**src/rtl/core/potmr_pkg.sv**
```systemverilog
`timescale 1ns / 1ps
package potmr_pkg;

  localparam int MAX_JOBS = 16;
  localparam int SLOT_W   = $clog2(MAX_JOBS);

  localparam logic [1:0] OP_SCHEDULE = 2'd0;
  localparam logic [1:0] OP_CANCEL   = 2'd1;
  localparam logic [1:0] OP_QUERY    = 2'd2;
  localparam logic [1:0] OP_TICK     = 2'd3;

  localparam logic [1:0] KIND_SCHEDULE = 2'd0;
  localparam logic [1:0] KIND_CANCEL   = 2'd1;
  localparam logic [1:0] KIND_QUERY    = 2'd2;
  localparam logic [1:0] KIND_FIRED    = 2'd3;

endpackage

```
**src/rtl/core/periodic_oneshot_timer_table.sv**
```systemverilog
// Schedule: its reply word is on the outputs in the cycle after start.
// Cancel and query: one scan of the slot memory, then a single reply word from the end state.
// Tick: one scan of the slot memory per fired job plus a final scan that finds no due job.
// Throughput is one word per cycle at most; the receiver cannot stall the result port.
// Synchronous reset clears the clock and all slot valid bits at once and sets the id counter to 1.
`timescale 1ns / 1ps
module periodic_oneshot_timer_table
  import potmr_pkg::*;
(
  input  logic        clk,
  input  logic        rst,
  input  logic        start,
  output logic        busy,
  input  logic [1:0]  opcode,
  input  logic [31:0] delay_ms,
  input  logic [31:0] period_ms,
  input  logic [31:0] job_id,
  output logic        strobe,
  output logic [1:0]  kind,
  output logic [31:0] result_id,
  output logic        ok,
  output logic        last
);

  typedef enum logic [1:0] {
    ST_IDLE,
    ST_SCAN,
    ST_END
  } state_t;

  state_t state;

  logic [63:0] now_ms;
  logic [31:0] next_job_id;
  logic [MAX_JOBS-1:0] slot_valid;
  logic [MAX_JOBS-1:0] fired;

  logic [31:0] id_mem  [MAX_JOBS];
  logic [63:0] dl_mem  [MAX_JOBS];
  logic [31:0] per_mem [MAX_JOBS];
  logic [31:0] id_q;
  logic [63:0] dl_q;
  logic [31:0] per_q;

  logic [1:0]  op_r;
  logic [31:0] op_id;

  logic [SLOT_W-1:0] scan_idx;
  logic [SLOT_W-1:0] chk_idx;
  logic              chk_vld;

  logic              found;
  logic [SLOT_W-1:0] match_idx;

  logic              best_vld;
  logic [SLOT_W-1:0] best_idx;
  logic [63:0]       best_dl;
  logic [31:0]       best_per;
  logic [31:0]       best_id;

  logic        pend_vld;
  logic [31:0] pend_id;

  logic              accept;
  logic              free_found;
  logic [SLOT_W-1:0] free_idx;
  logic              sched_we;
  logic              dl_we;
  logic [63:0]       dl_adv;
  logic [31:0]       next_job_id_next;
  logic              chk_cand;

  assign busy   = (state != ST_IDLE);
  assign accept = start && !busy;

  // Lowest free slot.
  always_comb begin
    free_found = 1'b0;
    free_idx   = '0;
    for (int i = MAX_JOBS - 1; i >= 0; i--) begin
      if (!slot_valid[i]) begin
        free_found = 1'b1;
        free_idx   = SLOT_W'(i);
      end
    end
  end

  assign sched_we = accept && (opcode == OP_SCHEDULE) && free_found;
  assign dl_we    = (state == ST_END) && (op_r == OP_TICK) && best_vld && (best_per != '0);
  assign dl_adv   = best_dl + {32'd0, best_per};

  // Zero marks a failed schedule, so the counter skips it on wrap.
  assign next_job_id_next = (next_job_id == 32'hFFFF_FFFF) ? 32'd1 : next_job_id + 32'd1;

  // Due, not yet fired this tick, and strictly earlier than the best so far;
  // the ascending scan makes ties go to the lower slot.
  assign chk_cand = slot_valid[chk_idx] && !fired[chk_idx] && (dl_q <= now_ms) &&
                    (!best_vld || (dl_q < best_dl));

  always_ff @(posedge clk) begin
    if (sched_we) begin
      id_mem[free_idx]  <= next_job_id;
      dl_mem[free_idx]  <= now_ms + {32'd0, delay_ms};
      per_mem[free_idx] <= period_ms;
    end
    if (dl_we) begin
      dl_mem[best_idx] <= dl_adv;
    end
    id_q  <= id_mem[scan_idx];
    dl_q  <= dl_mem[scan_idx];
    per_q <= per_mem[scan_idx];
  end

  always_ff @(posedge clk) begin
    if (rst) begin
      state       <= ST_IDLE;
      now_ms      <= '0;
      next_job_id <= 32'd1;
      slot_valid  <= '0;
      fired       <= '0;
      strobe      <= 1'b0;
      chk_vld     <= 1'b0;
      scan_idx    <= '0;
      found       <= 1'b0;
      best_vld    <= 1'b0;
      pend_vld    <= 1'b0;
    end else begin
      strobe <= 1'b0;
      unique case (state)
        ST_IDLE: begin
          if (accept) begin
            op_r     <= opcode;
            op_id    <= job_id;
            scan_idx <= '0;
            chk_vld  <= 1'b0;
            found    <= 1'b0;
            best_vld <= 1'b0;
            pend_vld <= 1'b0;
            fired    <= '0;
            if (opcode == OP_SCHEDULE) begin
              strobe <= 1'b1;
              kind   <= KIND_SCHEDULE;
              last   <= 1'b1;
              if (free_found) begin
                slot_valid[free_idx] <= 1'b1;
                result_id            <= next_job_id;
                ok                   <= 1'b1;
                next_job_id          <= next_job_id_next;
              end else begin
                result_id <= '0;
                ok        <= 1'b0;
              end
            end else begin
              if (opcode == OP_TICK) begin
                now_ms <= now_ms + 64'd1;
              end
              state <= ST_SCAN;
            end
          end
        end

        ST_SCAN: begin
          scan_idx <= scan_idx + SLOT_W'(1);
          chk_idx  <= scan_idx;
          chk_vld  <= 1'b1;
          if (chk_vld) begin
            if (op_r == OP_TICK) begin
              if (chk_cand) begin
                best_vld <= 1'b1;
                best_idx <= chk_idx;
                best_dl  <= dl_q;
                best_per <= per_q;
                best_id  <= id_q;
              end
            end else if (!found && slot_valid[chk_idx] && (id_q == op_id)) begin
              found     <= 1'b1;
              match_idx <= chk_idx;
            end
            if (chk_idx == SLOT_W'(MAX_JOBS - 1)) begin
              state <= ST_END;
            end
          end
        end

        ST_END: begin
          if (op_r == OP_TICK) begin
            // A fire word is held back one pass so that last can be set on it.
            if (pend_vld) begin
              strobe    <= 1'b1;
              kind      <= KIND_FIRED;
              result_id <= pend_id;
              ok        <= 1'b1;
              last      <= !best_vld;
            end
            if (best_vld) begin
              fired[best_idx] <= 1'b1;
              if (best_per == '0) begin
                slot_valid[best_idx] <= 1'b0;
              end
              pend_vld <= 1'b1;
              pend_id  <= best_id;
              best_vld <= 1'b0;
              scan_idx <= '0;
              chk_vld  <= 1'b0;
              state    <= ST_SCAN;
            end else begin
              state <= ST_IDLE;
            end
          end else begin
            if ((op_r == OP_CANCEL) && found) begin
              slot_valid[match_idx] <= 1'b0;
            end
            strobe    <= 1'b1;
            kind      <= (op_r == OP_CANCEL) ? KIND_CANCEL : KIND_QUERY;
            result_id <= op_id;
            ok        <= found;
            last      <= 1'b1;
            state     <= ST_IDLE;
          end
        end

        default: state <= ST_IDLE;
      endcase
    end
  end

endmodule

```
**config.mk**
```make
export PLATFORM = sky130hd
export DESIGN_NAME = periodic_oneshot_timer_table
export DESIGN_NICKNAME = d
export VERILOG_FILES = /design/src/rtl/core/potmr_pkg.sv /design/src/rtl/core/periodic_oneshot_timer_table.sv
export SDC_FILE = /design/constraint.sdc
export NUM_CORES = 2
export LEC_CHECK = 0
export BUFFER_PORTS_ARGS = -buffer_cell sky130_fd_sc_hd__buf_2
export CAP_MARGIN = 20
export CORE_AREA = 2 2 456 458
export CTS_BUF_LIST = sky130_fd_sc_hd__clkbuf_8 sky130_fd_sc_hd__clkbuf_16
export DETAILED_ROUTE_END_ITERATION = 12
export DIE_AREA = 0 0 458 460
export PLACE_DENSITY = 0.72
export SYNTH_ARGS = -nofsm -noshare
export SYNTH_HDL_FRONTEND = slang
export SYNTH_SLANG_ARGS = --single-unit
```
**constraint.sdc**
```tcl
create_clock -name clk -period 14.1 [get_ports clk]
set_input_delay 3.525 -clock clk [delete_from_list [all_inputs] [get_ports clk]]
set_output_delay 3.525 -clock clk [all_outputs]
set_load 0.02 [all_outputs]
```
=== Word-level counts from Yosys, hierarchy flattened ===
Memory sizes are Yosys's and may differ from the RTL's. A register that Yosys moved wholly into a read port is not among the register bits.
Cells that the tools add are included.
W data, S select, Z words.

* Magnitude comparators: 9
* $add $sub $neg: 5
* Eq/ne operators: 24
* Bitwise logic cells: 9
* Reductions and logical operators: 43
* Mux-type cells: 117

{| class="wikitable"
|+ Operators with widths
! operator !! number
|-
| $mux W32 || 6
|-
| $mux W16 || 10
|-
| $add A64 B32 Y64 || 2
|-
| $mux W4 || 20
|-
| $add A64 B1 Y64 const B || 1
|-
| $le A64 B64 Y1 || 1
|-
| $lt A64 B64 Y1 || 1
|-
| $mux W64 || 1
|-
| $pmux W16 S2 || 2
|-
| $pmux W32 S2 || 1
|-
| $reduce_or A64 Y1 || 1
|-
| $mux W1 || 52
|-
| $add A32 B1 Y32 const B || 1
|-
| $and A16 B16 Y16 || 2
|-
| $eq A32 B32 Y1 || 1
|-
| $eq A32 B32 Y1 const B || 1
|-
| $logic_not A32 Y1 || 1
|-
| $not A16 Y16 || 2
|-
| $or A16 B16 Y16 || 2
|-
| $reduce_bool A32 Y1 || 1
|-
| $reduce_and A4 Y1 || 6
|-
| $ne A2 B2 Y1 const B || 11
|-
| $lt A4 B5 Y1 const B || 4
|-
| $mux W2 || 10
|-
| 28 further kinds || 67
|}

* Memories kept: 3
* Bits in writable memories: 2048
* Logic and storage cells: 234
* Flip-flop bits (word level): 381
* Output and inout bits: 38
* Input port bits: 101

{| class="wikitable"
|+ Memories
! name !! depth !! width !! read ports !! clocked after memory_dff !! wr ports !! RTL line !! source
|-
| dl_mem || 16 || 64 || 1 || 1 || 1 || periodic_oneshot_timer_table.sv:39 || <nowiki>logic [63:0] dl_mem [MAX_JOBS];</nowiki>
|-
| id_mem || 16 || 32 || 1 || 1 || 1 || periodic_oneshot_timer_table.sv:38 || <nowiki>logic [31:0] id_mem [MAX_JOBS];</nowiki>
|-
| per_mem || 16 || 32 || 1 || 1 || 1 || periodic_oneshot_timer_table.sv:40 || <nowiki>logic [31:0] per_mem [MAX_JOBS];</nowiki>
|}

=== Longest topological paths before layout ===
* Word-level depth: 25
* Gate-level depth with buffers: 14
* Depth with buffers taken out: 12

=== Least setup slack after synthesis ===
No wires, ideal clock.

* Path type: input -> register
* From: in rst
* To: reg best_dl[0], enable pin
* Stages on the path: 4
* Slack: -0.915 ns
* Path buffers: 0
* Arrival time: 14.182 ns
* Cell sequence: nor2_1 nand2_1 or3_1 a221oi_1

* Longest elaborated chain between the ends: 2

{| class="wikitable"
|+ RTL lines
! what !! RTL line !! source
|-
| start, declared || periodic_oneshot_timer_table.sv:11 || <nowiki>input logic rst,</nowiki>
|-
| $not A1 Y1 (no line) || -- ||
|-
| $reduce_and A5 Y1 (no line) || -- ||
|-
| end signal, assigned || periodic_oneshot_timer_table.sv:171 || <nowiki>best_dl <= dl_q;</nowiki>
|-
| end, declared || periodic_oneshot_timer_table.sv:57 || <nowiki>logic [63:0] best_dl;</nowiki>
|}

No other way between the ends.
A chain may end at the register's enable or synchronous reset.

=== Worst setup path in the final report ===
* From: in delay_ms[0]
* To: mem dl_mem[11][50], data pin

* Longest elaborated chain between the ends: 2

{| class="wikitable"
|+ RTL lines
! what !! RTL line !! source
|-
| start, declared || periodic_oneshot_timer_table.sv:15 || <nowiki>input logic [31:0] delay_ms,</nowiki>
|-
| $add A64 B32 Y64 || periodic_oneshot_timer_table.sv:103 || <nowiki>dl_mem[free_idx] <= now_ms + {32'd0, delay_ms};</nowiki>
|-
| $mux W64 (no line) || -- ||
|-
| end, declared || periodic_oneshot_timer_table.sv:39 ||
|}

No other way between the ends.

==> results.md <==
* Yosys warning total at 0
* Ratio of routed vias to standard cells at 6.15
* Most common cell after layout, fill and taps aside: sky130_fd_sc_hd__edfxtp_1
* Effective utilization at floorplan at 49.8%
* Area after detailed placement at 107000 um2
* First-iteration detailed-routing DRC count at 6118
* Setup total negative slack at 0 ns
* GRT Total Usage at 23.3%
* Share of cells above drive strength 1 at 22.8%
* Count of buffers from port buffering at 138
* Count of boundary I/O pins at 139
* Die outline height at 460 um
* Clock root buffer: sky130_fd_sc_hd__clkbuf_16
* Total clock buffers created by CTS at 238
* Highest attainable clock frequency at 134 MHz
* Final worst-path cycle share at 52.9%
* Buffers and inverters on the worst path at 2
* Total power at 15.3 mW
* Final GP Congestion at 0.937
* Number of storage elements in the synthesis netlist at 2557
* CTS clock-pin slew for the worst setup and hold paths at 0.06 ns
* Leak at 37.8 nW
* Endpoint type of the worst setup path: flop
* Post-Synthesis Mean Instance Area at 18.9 um2
* Routed wire length per instance at 28.3 um
* Final Slew Violations at 0
* Core area at 206000 um2
* CTS Buffer Depth at 3
* EDFF count, synth at 2290
* Number of nets with antenna violations after detailed routing at 0
* Area of all placed cells without fillers at 115000 um2
* Startpoint types: primary input
* Unrepaired setup endpoints after global routing: false
* Required time of the critical path at 14.60 ns
* Leading cell types in the layout, fill and taps excluded: sky130_fd_sc_hd__edfxtp_1, sky130_fd_sc_hd__mux4_2, sky130_fd_sc_hd__dfxtp_1, sky130_fd_sc_hd__clkbuf_16, sky130_fd_sc_hd__inv_1
* Num rows at 167
* CTS Hold Buffers Added at 0
* Share of flip-flops with an asynchronous set or reset after synthesis at 0%
* Maximum fanout along the worst path at 16
* Area growth from synthesis to layout at 12.5%
* H-tree depth reported by CTS at 4
* Maximum number of pins on one net before global-route repair at 131
* Mapped Area at 103000 um2
* Worst slew margin relative to its limit at 20.7%
* CP top delay family: simple AND/OR/NAND/NOR gates
* Post-route worst hold slack at 0.408 ns
* Final number of hold-violating endpoints at 0
* Buffers inserted by post-CTS timing repair at 0
* Final setup margin at 6.64 ns
* Detailed-placement wirelength estimate at 143000 um
* First-pass GRT wire length at 360000 um
* Least-Margin Pin Slew at 1.19 ns
* TritonCTS clock tree: built
* Worst-skew pair later-pin latency at 0.91 ns
* Largest vdd supply drop at 125 uV
* Die area at 211000 um2
* Max-cap viol count at 0
* Skew final at 0.0649 ns
* Net total in the final layout at 6011
* Power per standard cell area at 133 nW/um2
* Total number of vias at 53100
* Critical-path cell list: buf_2 > ha_1 > inv_1 > fa_1 > nand2b_1 > a21oi_1 > o21a_1 > o21ai_0 > o2111ai_1 > nand2_1 > nor4_1 > xnor2_1 > mux2i_1
* Proportion of synthesized chip area in sequential cells at 72.2%
* Synthesized instance count at 5427
* Critical setup path kind: primary input to flop
* DRC violation count after routing at 0
* Final setup violation count at 0
* Sum of overflow across all layers after global routing at 0
* Number of global-route vias before repair at 53400
* Hold WC Path Type: flop to flop
* Run status: completed
* Post-cts sizing count at 0
* Post-synth cell types at 75
* DR pass1 iterations at 5
* Wirelength, routed at 245000 um
* Die outline width at 458 um
* Main flop type after synthesis: sky130_fd_sc_hd__edfxtp_1
* Clock tree sinks at 2557
* Minimum period implied by the final worst setup slack at 7.46 ns
* Slowest Stage Delay on Critical Path at 0.82 ns
* Crit-path slowest cell: sky130_fd_sc_hd__mux2i_1
* Post-placement setup slack at 5.72 ns
* Initial antenna violation count at 26
* Arr. time, crit path at 7.96 ns
* Syn_nets at 5724
final timing paths:
check / startpoint / endpoint / slack, ns / cells past startpoint
worst max-delay path: delay_ms[0] / dl_mem[11][50] / 6.64 / 13
worst min-delay path: per_q[4] / best_per[4] / 0.41 / 0
worst max register to register: now_ms[52] / best_dl[31] / 8.12 / 11
worst min register to register: per_q[4] / best_per[4] / 0.41 / 0
stage by stage:
| stage | instances | util [%] |
|---|---|---|
| 2_1_floorplan | 5427 | - |
| 3_3_place_gp | 8144 | 51.9 |
| 3_5_place_dp | 8146 | 51.9 |
| 4_1_cts | 8598 | 55.9 |
| 5_1_grt | 8632 | 56.0 |
| 6_report | 8635 | 56.0 |
area by class of cell:
| class | count | area (um2) |
|---|---|---|
| fill | 15100 | 90600 |
| clock buffer | 256 | 6200 |
| multi-input combinational | 2486 | 27300 |
| clock inverter | 196 | 1990 |
| tap | 2704 | 3380 |
| antenna | 5 | 12.5 |
| timing repair buffer | 273 | 1800 |
| inverter | 158 | 593 |
| sequential | 2557 | 74100 |
synthesized netlist by cell type (all sizes together) (15+ instances only):
cell type,count,area (um2)
and3,30,188
and4,19,169
inv,158,593
dfxtp,267,5350
nor2,231,870
o211ai,27,203
ha,194,2430
edfxtp,2290,68800
a21o,44,330
nand3,65,325
a211oi,40,300
nand2,183,689
mux2i,78,781
xor2,61,534
nor3,53,277
o21ai,96,480
and2,15,93.8
o221ai,21,184
a21oi,181,913
buf,67,282
o22ai,33,206
mux4,637,14300
o21a,25,188
nand4,72,450
nor2b,33,206
nand2b,30,195
clkbuf,159,597
nor4,31,206
or3,16,100
xnor2,172,1510
routing by layer:
layer  up-vias  share of wire (%)  global-route usage [%]
met5         -              0.056                       0
met4        24                3.2                    7.61
met3       432                8.4                    3.95
met2      2360                 48                    37.4
met1     27700                 40                    32.6
li1      22600                  -                       -
worst register-to-register path, stage by stage (launching register included):
cell and delay (ns):
sky130_fd_sc_hd__dfxtp_1 0.56, sky130_fd_sc_hd__inv_1 0.09, sky130_fd_sc_hd__ha_1 0.29, sky130_fd_sc_hd__nand4_1 0.15
sky130_fd_sc_hd__nor4_1 0.70, sky130_fd_sc_hd__nand3_1 0.42, sky130_fd_sc_hd__nor4_1 0.91, sky130_fd_sc_hd__or2_2 0.26
sky130_fd_sc_hd__o221ai_1 0.33, sky130_fd_sc_hd__a221oi_4 0.33, sky130_fd_sc_hd__buf_4 0.68, sky130_fd_sc_hd__buf_4 0.83
flip-flops by register name, indices dropped and copies added (netlist names), 64 cells and up:
| signal | flops |
|---|---|
| dl_mem | 1024 |
| id_mem | 512 |
| per_mem | 512 |
| best_dl | 64 |
| dl_q | 64 |
| now_ms | 64 |
power by group:
| part | internal (mW) | leakage [nW] | switching [mW] | total, mW |
|---|---|---|---|---|
| logic | 0.210 | 9.68 | 0.246 | 0.456 |
| clock network | 3.74 | 4.18 | 2.84 | 6.58 |
| registers | 8.24 | 24.0 | 0.0522 | 8.29 |
| total | 12.2 | 37.8 | 3.13 | 15.3 |
cell families after synthesis:
group                      after synthesis  synth area share, %
xor gates and xnor gates               233                 1.99
AOI/OAI and AO/OA                      536                 3.29
DFF                                   2557                 72.2
buffers and inverters                  384                 1.43
adders and majority gates              196                 2.41
and+or+nand+nor                        806                 3.89
muxes                                  715                 14.7
Note: power is estimated with default switching activity, not from simulation.
